===== src/rtl/core/rate_limited_release_queue_defines.svh =====
// assertion macros for the release queue
`ifndef RATE_LIMITED_RELEASE_QUEUE_DEFINES_SVH
`define RATE_LIMITED_RELEASE_QUEUE_DEFINES_SVH
`ifndef ASSERT_OFF
`define RLRQ_ASSERT_NEVER(label, cond) \
   label: assert property (@(posedge clock) disable iff (reset) !(cond)) \
      else $error("release queue check failed");
`define RLRQ_ASSERT_IMPLIES(label, a, b) \
   label: assert property (@(posedge clock) disable iff (reset) (a) |-> (b)) \
      else $error("release queue check failed");
`define RLRQ_ASSERT_NEXT(label, a, b) \
   label: assert property (@(posedge clock) disable iff (reset) (a) |=> (b)) \
      else $error("release queue check failed");
`else
`define RLRQ_ASSERT_NEVER(label, cond)
`define RLRQ_ASSERT_IMPLIES(label, a, b)
`define RLRQ_ASSERT_NEXT(label, a, b)
`endif
`endif


===== src/rtl/core/rlrq_pkg.sv =====
// shared constants and types of the release queue
package rlrq_pkg;
   localparam int QUEUE_DEPTH = 32;
   localparam int TAG_BITS = 16;
   localparam int TASK_BITS = 8;
   localparam int MAX_RESULTS = 32;
   localparam int PTR_BITS = $clog2(QUEUE_DEPTH);
   localparam int CNT_BITS = $clog2(QUEUE_DEPTH + 1);
   localparam int QUOTA_BITS = 6;
   localparam int ENTRY_BITS = TAG_BITS + TASK_BITS;

   typedef enum logic [1:0] {
      REQ_ENQUEUE = 2'd0,
      REQ_DEQUEUE = 2'd1,
      REQ_TICK = 2'd2,
      REQ_SHUTDOWN = 2'd3
   } req_kind_type;

   typedef enum logic [1:0] {
      KIND_STATUS = 2'd0,
      KIND_RELEASED = 2'd1,
      KIND_CANCELED = 2'd2
   } result_kind_type;

   typedef enum logic [1:0] {
      ST_SUCCESS = 2'd0,
      ST_SHUTTING_DOWN = 2'd1,
      ST_NOT_FOUND = 2'd2,
      ST_QUEUE_FULL = 2'd3
   } status_type;

   typedef enum logic [1:0] {
      MODE_LIMITED = 2'd0,
      MODE_IDLE = 2'd1,
      MODE_SHUTDOWN = 2'd2
   } mode_type;

   localparam logic [1:0] CSR_PER_TICK = 2'd0;
   localparam logic [1:0] CSR_LIFO_MODE = 2'd1;
   localparam logic [1:0] CSR_INTERVAL = 2'd2;
endpackage


===== src/rtl/core/rlrq_ram.sv =====
// generic single-write, single-read ram with registered read
module rlrq_ram #(
   parameter int WIDTH = 8,
   parameter int DEPTH = 32
) (
   input  logic                     clock,
   input  logic                     wr_en,
   input  logic [$clog2(DEPTH)-1:0] wr_addr,
   input  logic [WIDTH-1:0]         wr_data,
   input  logic                     rd_en,
   input  logic [$clog2(DEPTH)-1:0] rd_addr,
   output logic [WIDTH-1:0]         rd_data
);
   logic [WIDTH-1:0] mem_ff [DEPTH];

   always_ff @(posedge clock) begin
      if (wr_en) begin
         mem_ff[wr_addr] <= wr_data;
      end
      if (rd_en) begin
         rd_data <= mem_ff[rd_addr];
      end
   end
endmodule


===== src/rtl/core/rate_limited_release_queue.sv =====
// rate limited release queue: circular buffer in ram and sequencing fsm
//
//  channel | dir | handshake            | payload
//  req     | in  | req_tvalid/tready    | tuser: req_type; tdata: event_tag, dest_task
//  rsp     | out | rsp_tvalid/tready    | tuser: result_kind; tdata: status, tag, task;
//          |     |                      | tlast: last
//  csr     | in  | csr_valid/csr_ready  | csr_index, csr_data
//
// enqueue passes exec then reply, a tick without release exec alone; each released or
// canceled entry goes through a ram read then the result register, over the one read port
// dequeue scans each entry by read then compare, and moves each tail entry by read then write
// reset is synchronous; queue contents are kept, head, count, mode, ticks and state cleared
// a stalled rsp side holds the fsm; a new request is taken once the last result is loaded
`include "rate_limited_release_queue_defines.svh"
module rate_limited_release_queue (
   input  logic        clock,
   input  logic        reset,
   input  logic        req_tvalid,
   output logic        req_tready,
   input  logic [1:0]  req_tuser,   // [1:0] req_type
   input  logic [23:0] req_tdata,   // [15:0] event_tag, [23:16] dest_task
   output logic        rsp_tvalid,
   input  logic        rsp_tready,
   output logic [1:0]  rsp_tuser,   // [1:0] result_kind
   output logic [31:0] rsp_tdata,   // [1:0] status, [17:2] out_tag, [25:18] out_task
   output logic        rsp_tlast,
   input  logic        csr_valid,
   output logic        csr_ready,
   input  logic [1:0]  csr_index,
   input  logic [15:0] csr_data
);
   import rlrq_pkg::*;

   typedef enum logic [3:0] {
      S_IDLE, S_EXEC, S_SCAN_RD, S_SCAN_CMP, S_SH_RD, S_SH_WR, S_POP_RD, S_POP_OUT, S_REPLY
   } state_type;

   state_type              state_ff, state_in;
   logic [PTR_BITS-1:0]    head_ff, head_in;
   logic [CNT_BITS-1:0]    count_ff, count_in;
   mode_type               mode_ff, mode_in;
   logic [15:0]            ticks_ff, ticks_in;
   logic [QUOTA_BITS-1:0]  per_tick_ff;
   logic                   lifo_ff;
   logic [15:0]            interval_ff;
   req_kind_type           req_ff, req_in;
   logic [TAG_BITS-1:0]    tag_ff, tag_in;
   logic [TASK_BITS-1:0]   task_ff, task_in;
   logic [CNT_BITS-1:0]    idx_ff, idx_in;
   logic [QUOTA_BITS-1:0]  quota_ff, quota_in;
   logic [QUOTA_BITS-1:0]  nout_ff, nout_in;
   status_type             status_ff, status_in;
   logic                   rsp_valid_ff, rsp_valid_in;
   result_kind_type        rsp_kind_ff, rsp_kind_in;
   status_type             rsp_status_ff, rsp_status_in;
   logic [TAG_BITS-1:0]    rsp_tag_ff, rsp_tag_in;
   logic [TASK_BITS-1:0]   rsp_task_ff, rsp_task_in;
   logic                   rsp_last_ff, rsp_last_in;

   logic                   ram_we, ram_re;
   logic [PTR_BITS-1:0]    ram_waddr, ram_raddr;
   logic [ENTRY_BITS-1:0]  ram_wdata, ram_rdata;
   logic [TAG_BITS-1:0]    rd_tag;
   logic [TASK_BITS-1:0]   rd_task;
   logic                   emit_ok;
   logic [QUOTA_BITS-1:0]  quota_clamped;

   assign rd_tag  = ram_rdata[TAG_BITS-1:0];
   assign rd_task = ram_rdata[ENTRY_BITS-1:TAG_BITS];
   assign emit_ok = !rsp_valid_ff || rsp_tready;
   assign req_tready = (state_ff == S_IDLE);
   assign csr_ready = 1'b1;

   // quota out of range is pulled into 1..max
   always_comb begin
      if (per_tick_ff == '0) begin
         quota_clamped = QUOTA_BITS'(1);
      end else if (per_tick_ff > QUOTA_BITS'(MAX_RESULTS)) begin
         quota_clamped = QUOTA_BITS'(MAX_RESULTS);
      end else begin
         quota_clamped = per_tick_ff;
      end
   end

   rlrq_ram #(.WIDTH(ENTRY_BITS), .DEPTH(QUEUE_DEPTH)) u_ram (
      .clock   (clock),
      .wr_en   (ram_we),
      .wr_addr (ram_waddr),
      .wr_data (ram_wdata),
      .rd_en   (ram_re),
      .rd_addr (ram_raddr),
      .rd_data (ram_rdata)
   );

   // sequencer next state
   always_comb begin
      state_in = state_ff;
      head_in = head_ff;
      count_in = count_ff;
      mode_in = mode_ff;
      ticks_in = ticks_ff;
      req_in = req_ff;
      tag_in = tag_ff;
      task_in = task_ff;
      idx_in = idx_ff;
      quota_in = quota_ff;
      nout_in = nout_ff;
      status_in = status_ff;
      rsp_valid_in = rsp_valid_ff && !rsp_tready;
      rsp_kind_in = rsp_kind_ff;
      rsp_status_in = rsp_status_ff;
      rsp_tag_in = rsp_tag_ff;
      rsp_task_in = rsp_task_ff;
      rsp_last_in = rsp_last_ff;
      ram_we = 1'b0;
      ram_waddr = head_ff + idx_ff[PTR_BITS-1:0];
      ram_wdata = ram_rdata;
      ram_re = 1'b0;
      ram_raddr = head_ff + idx_ff[PTR_BITS-1:0];

      unique case (state_ff)
         S_IDLE: begin
            if (req_tvalid) begin
               req_in = req_kind_type'(req_tuser);
               tag_in = req_tdata[TAG_BITS-1:0];
               task_in = req_tdata[ENTRY_BITS-1:TAG_BITS];
               state_in = S_EXEC;
            end
         end
         S_EXEC: begin
            unique case (req_ff)
               REQ_ENQUEUE: begin
                  state_in = S_REPLY;
                  if (mode_ff == MODE_SHUTDOWN) begin
                     status_in = ST_SHUTTING_DOWN;
                  end else if (count_ff == CNT_BITS'(QUEUE_DEPTH)) begin
                     status_in = ST_QUEUE_FULL;
                  end else begin
                     status_in = ST_SUCCESS;
                     ram_we = 1'b1;
                     ram_wdata = {task_ff, tag_ff};
                     if (lifo_ff) begin
                        ram_waddr = head_ff - 1'b1;
                        head_in = head_ff - 1'b1;
                     end else begin
                        ram_waddr = head_ff + count_ff[PTR_BITS-1:0];
                     end
                     count_in = count_ff + 1'b1;
                     if (mode_ff == MODE_IDLE) begin
                        mode_in = MODE_LIMITED;
                        ticks_in = '0;
                     end
                  end
               end
               REQ_DEQUEUE: begin
                  idx_in = '0;
                  if (count_ff == '0) begin
                     status_in = ST_NOT_FOUND;
                     state_in = S_REPLY;
                  end else begin
                     state_in = S_SCAN_RD;
                  end
               end
               REQ_TICK: begin
                  state_in = S_IDLE;
                  quota_in = quota_clamped;
                  if (mode_ff == MODE_LIMITED) begin
                     if (ticks_ff != '0) begin
                        ticks_in = ticks_ff - 1'b1;
                     end else if (count_ff == '0) begin
                        mode_in = MODE_IDLE;
                     end else begin
                        state_in = S_POP_RD;
                     end
                  end
               end
               REQ_SHUTDOWN: begin
                  mode_in = MODE_SHUTDOWN;
                  ticks_in = '0;
                  nout_in = '0;
                  if (count_ff == '0) begin
                     status_in = (mode_ff != MODE_SHUTDOWN) ? ST_SUCCESS : ST_SHUTTING_DOWN;
                     state_in = S_REPLY;
                  end else begin
                     state_in = S_POP_RD;
                  end
               end
               default: state_in = S_IDLE;
            endcase
         end
         // tag search, one entry per read
         S_SCAN_RD: begin
            ram_re = 1'b1;
            state_in = S_SCAN_CMP;
         end
         S_SCAN_CMP: begin
            if (rd_tag == tag_ff) begin
               if (CNT_BITS'(idx_ff + 1'b1) == count_ff) begin
                  count_in = count_ff - 1'b1;
                  status_in = ST_SUCCESS;
                  state_in = S_REPLY;
               end else begin
                  state_in = S_SH_RD;
               end
            end else begin
               idx_in = idx_ff + 1'b1;
               if (CNT_BITS'(idx_ff + 1'b1) == count_ff) begin
                  status_in = ST_NOT_FOUND;
                  state_in = S_REPLY;
               end else begin
                  state_in = S_SCAN_RD;
               end
            end
         end
         // close the gap: move entry idx+1 down to idx
         S_SH_RD: begin
            ram_re = 1'b1;
            ram_raddr = head_ff + idx_ff[PTR_BITS-1:0] + 1'b1;
            state_in = S_SH_WR;
         end
         S_SH_WR: begin
            ram_we = 1'b1;
            idx_in = idx_ff + 1'b1;
            if (CNT_BITS'(idx_ff + 2'd2) == count_ff) begin
               count_in = count_ff - 1'b1;
               status_in = ST_SUCCESS;
               state_in = S_REPLY;
            end else begin
               state_in = S_SH_RD;
            end
         end
         // release or cancel from the head
         S_POP_RD: begin
            ram_re = 1'b1;
            ram_raddr = head_ff;
            state_in = S_POP_OUT;
         end
         S_POP_OUT: begin
            if (emit_ok) begin
               rsp_valid_in = 1'b1;
               rsp_status_in = ST_SUCCESS;
               rsp_tag_in = rd_tag;
               rsp_task_in = rd_task;
               head_in = head_ff + 1'b1;
               count_in = count_ff - 1'b1;
               if (req_ff == REQ_TICK) begin
                  rsp_kind_in = KIND_RELEASED;
                  quota_in = quota_ff - 1'b1;
                  rsp_last_in = (quota_ff == QUOTA_BITS'(1)) || (count_ff == CNT_BITS'(1));
                  if (quota_ff == QUOTA_BITS'(1)) begin
                     ticks_in = interval_ff;
                     state_in = S_IDLE;
                  end else if (count_ff == CNT_BITS'(1)) begin
                     mode_in = MODE_IDLE;
                     state_in = S_IDLE;
                  end else begin
                     state_in = S_POP_RD;
                  end
               end else begin
                  rsp_kind_in = KIND_CANCELED;
                  nout_in = nout_ff + 1'b1;
                  rsp_last_in = (count_ff == CNT_BITS'(1)) ||
                                (nout_ff == QUOTA_BITS'(MAX_RESULTS - 1));
                  state_in = rsp_last_in ? S_IDLE : S_POP_RD;
               end
            end
         end
         S_REPLY: begin
            if (emit_ok) begin
               rsp_valid_in = 1'b1;
               rsp_kind_in = KIND_STATUS;
               rsp_status_in = status_ff;
               rsp_tag_in = '0;
               rsp_task_in = '0;
               rsp_last_in = 1'b1;
               state_in = S_IDLE;
            end
         end
         default: state_in = S_IDLE;
      endcase
   end

   // state and result register
   always_ff @(posedge clock) begin
      if (reset) begin
         state_ff <= S_IDLE;
         head_ff <= '0;
         count_ff <= '0;
         mode_ff <= MODE_IDLE;
         ticks_ff <= '0;
         rsp_valid_ff <= 1'b0;
      end else begin
         state_ff <= state_in;
         head_ff <= head_in;
         count_ff <= count_in;
         mode_ff <= mode_in;
         ticks_ff <= ticks_in;
         rsp_valid_ff <= rsp_valid_in;
      end
      req_ff <= req_in;
      tag_ff <= tag_in;
      task_ff <= task_in;
      idx_ff <= idx_in;
      quota_ff <= quota_in;
      nout_ff <= nout_in;
      status_ff <= status_in;
      rsp_kind_ff <= rsp_kind_in;
      rsp_status_ff <= rsp_status_in;
      rsp_tag_ff <= rsp_tag_in;
      rsp_task_ff <= rsp_task_in;
      rsp_last_ff <= rsp_last_in;
   end

   // configuration registers
   always_ff @(posedge clock) begin
      if (reset) begin
         per_tick_ff <= QUOTA_BITS'(1);
         lifo_ff <= 1'b0;
         interval_ff <= '0;
      end else if (csr_valid) begin
         if (csr_index == CSR_PER_TICK) begin
            per_tick_ff <= csr_data[QUOTA_BITS-1:0];
         end
         if (csr_index == CSR_LIFO_MODE) begin
            lifo_ff <= csr_data[0];
         end
         if (csr_index == CSR_INTERVAL) begin
            interval_ff <= csr_data;
         end
      end
   end

   assign rsp_tvalid = rsp_valid_ff;
   assign rsp_tuser = rsp_kind_ff;
   assign rsp_tlast = rsp_last_ff;
   assign rsp_tdata = {6'd0, rsp_task_ff, rsp_tag_ff, rsp_status_ff};

   `RLRQ_ASSERT_NEVER(a_count_bound, count_ff > CNT_BITS'(QUEUE_DEPTH))
   `RLRQ_ASSERT_IMPLIES(a_pop_nonempty, state_ff == S_POP_OUT, count_ff != '0)
   `RLRQ_ASSERT_NEXT(a_accept_exec, req_tvalid && req_tready, state_ff == S_EXEC)
endmodule

===== config.mk =====
export PLATFORM = sky130hd
export DESIGN_NAME = rate_limited_release_queue
export DESIGN_NICKNAME = d
export VERILOG_FILES = /design/src/rtl/core/rlrq_pkg.sv /design/src/rtl/core/rlrq_ram.sv /design/src/rtl/core/rate_limited_release_queue.sv
export VERILOG_INCLUDE_DIRS = /design/src /design/src/rtl/core
export SDC_FILE = /design/constraint.sdc
export NUM_CORES = 2
export LEC_CHECK = 0
export BUFFER_PORTS_ARGS = -buffer_cell sky130_fd_sc_hd__buf_2
export CAP_MARGIN = 20
export CORE_UTILIZATION = 30
export CTS_BUF_LIST = sky130_fd_sc_hd__clkbuf_4 sky130_fd_sc_hd__clkbuf_8
export DETAILED_ROUTE_END_ITERATION = 6
export PLACE_DENSITY = 0.46
export SYNTH_ARGS = -nofsm -noshare
export SYNTH_HDL_FRONTEND = slang
export SYNTH_SLANG_ARGS = --single-unit

===== constraint.sdc =====
create_clock -name clock -period 6.7 [get_ports clock]
set_clock_uncertainty 0.05 [all_clocks]
set_input_delay 1.34 -clock clock [delete_from_list [all_inputs] [get_ports clock]]
set_output_delay 1.34 -clock clock [all_outputs]
set_load 0.005 [all_outputs]

======== Yosys cells after proc, flatten, opt, wreduce, memory -nomap -nowiden ========
Memory sizes are Yosys's and may differ from the RTL's. A register that Yosys moved wholly into a read port is not among the register bits.
Cells that the tools add are included.
cells by class
  $add $sub $neg .......................... 12
  magnitude comparators ................... 1
  eq/ne operators ......................... 53
  mux-type cells .......................... 113
  reduce and logical (&&, ||, !) cells .... 33
operators with widths
  operator                                       number
  two-way mux 16 bit                             10
  two-way mux 6 bit                              17
  two-way mux 24 bit                             4
  case mux 16 bit (2 select lines)               2
  two-way mux 5 bit                              10
  case mux 16 bit (3 select lines)               1
  two-way mux 2 bit                              22
  two-way mux 4 bit                              10
  inequality test 2 bit, second input constant   18
  case mux 4 bit (9 select lines)                1
  inequality test 3 bit, second input constant   9
  case mux 6 bit (2 select lines)                2
  case mux 6 bit (4 select lines)                1
  case mux 5 bit (2 select lines)                2
  adder 6 x 1 -> 6 bit, second input constant    3
  two-way mux 3 bit                              6
  case mux 2 bit (3 select lines)                3
  case mux 6 bit (3 select lines)                1
  == test 16 bit                                 1
  == test 4 x 3 -> 1 bit, second input constant  4
  two-way mux 8 bit                              2
  case mux 4 bit (4 select lines)                1
  case mux 8 bit (2 select lines)                1
  nonzero test 16 bit                            1
  40 further kinds                               80
storage, ports and cells
  flip-flop bits (word level) ............. 132
  memory bits (writable) .................. 768
  input port bits ......................... 49
  memories kept ........................... 1
memories
  memory        words  width  read ports  clocked after memory_dff  write ports  line            source
  u_ram.mem_ff  32     24     1           1                         1            rlrq_ram.sv:14  logic [WIDTH-1:0] mem_ff [DEPTH];

======== Longest topological paths before layout ========
  depth in word-level cells ............... 7
  depth in mapped cells ................... 14
  depth with buffers taken out ............ 12

======== Modules after synthesis ========
A second synthesis with hierarchy kept.
unflattened totals
  cells, all modules ...................... 2,485
  area, all modules ....................... 38,155.3 um2
modules (own cells, without submodules)
  module                      instances  cells an instance  area an instance (um2)  sequential area each (um2)
  rlrq_ram                    1          1,711              30,718.2                23,782.8
  rate_limited_release_queue  1          774                7,437.1                 3,393.3

======== Least setup slack after synthesis ========
No wires, ideal clock.
  path type ............................... register to register
  from .................................... reg count_ff[1]
  to ...................................... mem u_ram.mem_ff[17][0] (netlist name), enable pin
  arrival time ............................ 3.355 ns
  setup slack ............................. 2.890 ns
  cell stages (with the launch flop) ...... 11
  cell sequence ........................... dfxtp_1 > clkbuf_1 > inv_1 > ha_1 > a31oi_1 > and3_1 > clkbuf_1 > a21oi_1 > xnor2_1 > nand2_1 > nor2_1
between the ends
  longest elaborated chain between the ends .. 7
ends and longest elaborated chain
  item                                                 line                               source
  from (decl)                                          rate_limited_release_queue.sv:40   logic [CNT_BITS-1:0] count_ff, count_in;
  from (signal assigned)                               rate_limited_release_queue.sv:295  count_ff <= count_in;
  branches (longest 7 deep; another with adder 5 bit)  --
  to (decl)                                            rlrq_ram.sv:14
Parallel ways; which one is timed is not known.

======== Worst setup path in the final report ========
  from .................................... reg idx_ff[0]
  to ...................................... reg u_ram.rd_data[17], read port of u_ram.mem_ff, data pin
between the ends
  longest elaborated chain between the ends .. 3
ends and longest elaborated chain
  item                                 line                                                                  source
  from (decl)                          rate_limited_release_queue.sv:49                                      logic [CNT_BITS-1:0] idx_ff, idx_in;
  from (signal assigned)               rate_limited_release_queue.sv:303                                     idx_ff <= idx_in;
  adder 5 bit (*)                      rate_limited_release_queue.sv:119, rate_limited_release_queue.sv:218
  adder 5 x 1 -> 5 bit                 rate_limited_release_queue.sv:218                                     ram_raddr = head_ff + idx_ff[PTR_BITS-1:0] + 1'b1;
  case mux 5 bit (2 select lines) (*)  rate_limited_release_queue.sv:121                                     unique case (state_ff)
  to (decl)                            rlrq_ram.sv:12                                                        output logic [WIDTH-1:0] rd_data
Mark *: on every way between the ends. The rest lies on a longest branch, timed or not.
A chain may end at the register's enable or synchronous reset.

==> metrics.yaml <==
placement:
  io_buffer_count: 79
  gp_congestion: 0.7943
  dpl.hpwl_um: 60090
critical_path:
  cp_slowest_cell: "nand2_4"
  cp-end-kind: "flop"
  path_cells: "ha_1 > fa_1 > ha_1 > nor3b_1 > mux2i_1 > mux2_4 > nand3_2 > nand2_4 > buf_12 > mux2i_1 > a32o_1 > a211oi_2"
  critPathKind: "reg -> reg"
  worstPathRequired_ns: 7.25
  crit_family: "simple AND/OR/NAND/NOR gates"
  startpoint_type: "flop"
  path_buf_inv: 1
  critPathMaxStageDelay_ns: 0.90
  crit_fanout: 52
  critPathArrivalTime_ns: 5.93
route:
  final_antenna_net_count: 0
  vias_per_cell: 5.079
  first_iter_violations: 1900
  vias: 22730
  avgRoutedWirePerCell_um: 23.62
  drc_errors: 0
  totalWireLength_um: 105700
  firstDrtPassIters: 7
die:
  row_count: 130
  num_io_pins: 87
  core-area_um2: 126100
  die-area_um2: 128900
  start_util_pct: 30.33
  die_y_um: 359.0
  fp.dieW_um: 359.0
logic_synthesis:
  synth-seq-area-share_pct: 71.09
  synthesis.area_um2: 38230
  ys.warnings.count: 0
  avgSynthCellArea_um2: 14.95
  yosys_register_bits: 924
  yosys_most_used_dff: "edfxtp_1"
  syn_inst: 2557
  yosysUniqueCellTypes: 73
  async_reset_ff_share_pct: 0
  synth-edff-count: 867
run_status:
  outcome: "finished clean"
timing:
  drv_slew: 0
  fin_crit_sh_pct: 80.37
  whs_ns: 0.4073
  rsz0062_at_grt: "false"
  slew_headroom_pct: 29.36
  setup_viol: 0
  period_minus_slack_ns: 5.385
  worstMarginPinSlew_ns: 1.057
  report.final.hold_viol_count: 0
  fin_setup_tns_ns: 0
  fmax_mhz: 185.7
clock_tree:
  cts_hold_buf: 0
  cts_setup_buffers: 0
  cts_max_path_buffers: 3
  insertion_delay_ns: 0.86
  cts_root_buf: "clkbuf_8"
  htree_num_levels: 4
  cts_resized: 0
  clk_pin_slew_worst_paths_ns: 0.06
  cts_tree: "yes"
  cts_buffers: 157
  numClockSinks: 924
finish:
  drive_gt1_share_pct: 20.26
  area_growth_pct: 14.40
  fin_nets: 2764
  fillerInstances: 12000
  multi_input_area_um2: 10320
  regArea_um2: 27180
global_routing:
  first_global_vias: 23120
  grt-ovfl-total: 0
  grt.total_usage_pct: 16.30
  grt_max_degree: 100
  antenna_found_initial: 2
  grt_pass1_wl_um: 155400
job:
  maxCapViolCount: 0
power_and_ir_drop:
  powerDensity_nw_per_um2: 278.6
  p_leak_nw: 14.35
  finalPower_w: 0.01218
  irDropWorstVdd_mv: 0.1150
hold_path:
  worstHoldPathType: "reg -> reg"
[worst reg2reg max path, stage by stage (launching register included)]
cell and delay (ns):
edfxtp_1 0.51, ha_1 0.27, fa_1 0.56, ha_1 0.24, nor3b_1 0.25, mux2i_1 0.18
mux2_4 0.26, nand3_2 0.56, nand2_4 0.93, buf_12 0.49, mux2i_1 0.38, a32o_1 0.39
a211oi_2 0.06
[metrics by stage]
step | cell area, um2 | instances | setup WS [ns] | utilization (%)
floorplan | 38250 | 2562 | 2.890 | -
global placement | 40570 | 4180 | 1.373 | 32.18
detailed placement | 40570 | 4180 | 1.402 | 32.18
CTS | 43700 | 4471 | 1.360 | 34.67
global route | 43730 | 4474 | 1.186 | 34.69
finish | 43730 | 4475 | 1.315 | 34.69
[path summary, 6_finish.rpt]
| path | from | to | slack, ns | depth (start not counted) |
|---|---|---|---|---|
| hold reg to reg | interval_ff[8] | interval_ff[8] | 0.41 | 2 |
| setup / recovery | idx_ff[0] | u_ram.rd_data[17] | 1.31 | 12 |
| hold / removal | interval_ff[8] | interval_ff[8] | 0.41 | 2 |
| setup reg to reg | idx_ff[0] | u_ram.rd_data[17] | 1.31 | 12 |
[cell families (layout without fill, tap and decap cells)]
| group | Yosys count | count (layout) | share of synthesized area, % |
|---|---|---|---|
| buffers and inverters | 186 | 447 | 2.343 |
| other | 2 | 9 | 0.01965 |
| adder cells (fa/ha/maj) | 24 | 24 | 0.8248 |
| AO/OA/AOI/OAI | 461 | 461 | 8.536 |
| AND/OR/NAND/NOR | 715 | 715 | 8.464 |
| multiplexers | 185 | 185 | 7.328 |
| XOR/XNOR | 60 | 60 | 1.394 |
| flip-flops | 924 | 924 | 71.09 |
[flip-flops by register name, indices dropped and copies added (netlist names)]
signal and flops:
tag_ff 16, nout_ff 6, ticks_ff 16, u_ram.rd_data 24, interval_ff 16, rsp_status_ff 2, head_ff 5, quota_ff 6
mode_ff 2, lifo_ff 1, count_ff 6, rsp_tag_ff 16, per_tick_ff 6, idx_ff 6, task_ff 8, rsp_task_ff 8
rsp_tuser 2, req_ff 2, state_ff 4, rsp_tlast 1, status_ff 2, u_ram.mem_ff 768, rsp_tvalid 1
[layout make-up]
cell class / instances / area share, %
sequential: 924 / 62.14
timing repair buffer: 141 / 2.226
multi-input combinational: 1452 / 23.61
inverter: 15 / 0.1287
tap: 1650 / 4.721
antenna: 2 / 0.01144
clock inverter: 65 / 0.9670
clock buffer: 226 / 6.197
[layout by cell type (no fill, tap or decap), types with 16 or more instances in the layout]
cell type  count
a211oi_2      21
a21oi_1      172
a221oi_1      52
a311o_1       24
a32o_1        27
a32oi_1       49
and3_1        34
buf_2         79
buf_4         52
clkbuf_4      65
clkbuf_8     162
clkinv_1      32
clkinv_2      16
dfxtp_1       57
edfxtp_1     867
ha_1          22
mux2_2        25
mux2i_1       86
mux4_2        73
nand2_1      376
nand3_1       42
nor2_1        80
nor2_2        34
nor2b_1       32
nor3_1        26
nor3b_1       28
o21ai_0       51
xnor2_1       23
xor2_1        36
[metal layers]
metal  up-vias  global-route usage [%]  part of all wire (%)
li1      10170                       -                     -
met1     11770                   21.71                    44
met2       649                   26.77                    48
met3       139                   3.405                   5.3
met4         0                   4.628                   1.8
met5         -                       0                     0
[cell usage after synthesis (all sizes together), types with 27 or more instances]
master	number	share of area [%]
a221oi	52	1.2
nor3b	28	0.55
and3	34	0.56
nor2b	32	0.52
a211oi	29	0.84
a21oi	175	2.3
xor2	36	0.82
edfxtp	867	68
nand3	43	0.58
buf	85	1.3
mux2i	86	2.3
nor3	27	0.37
a32oi	49	1.1
mux4	73	4.3
nor2	116	1.2
dfxtp	57	3.0
nand2	377	3.7
o21ai	65	0.89
a32o	27	0.71
clkbuf	81	0.80
[where the power goes]
group | leakage (nW) | internal [W] | switching (W)
combinational | 4.42 | 0.000272 | 0.000504
clock | 1.66 | 0.00271 | 0.00236
sequential | 8.27 | 0.00631 | 0.0000315
Power figures use the tool's default switching activity.
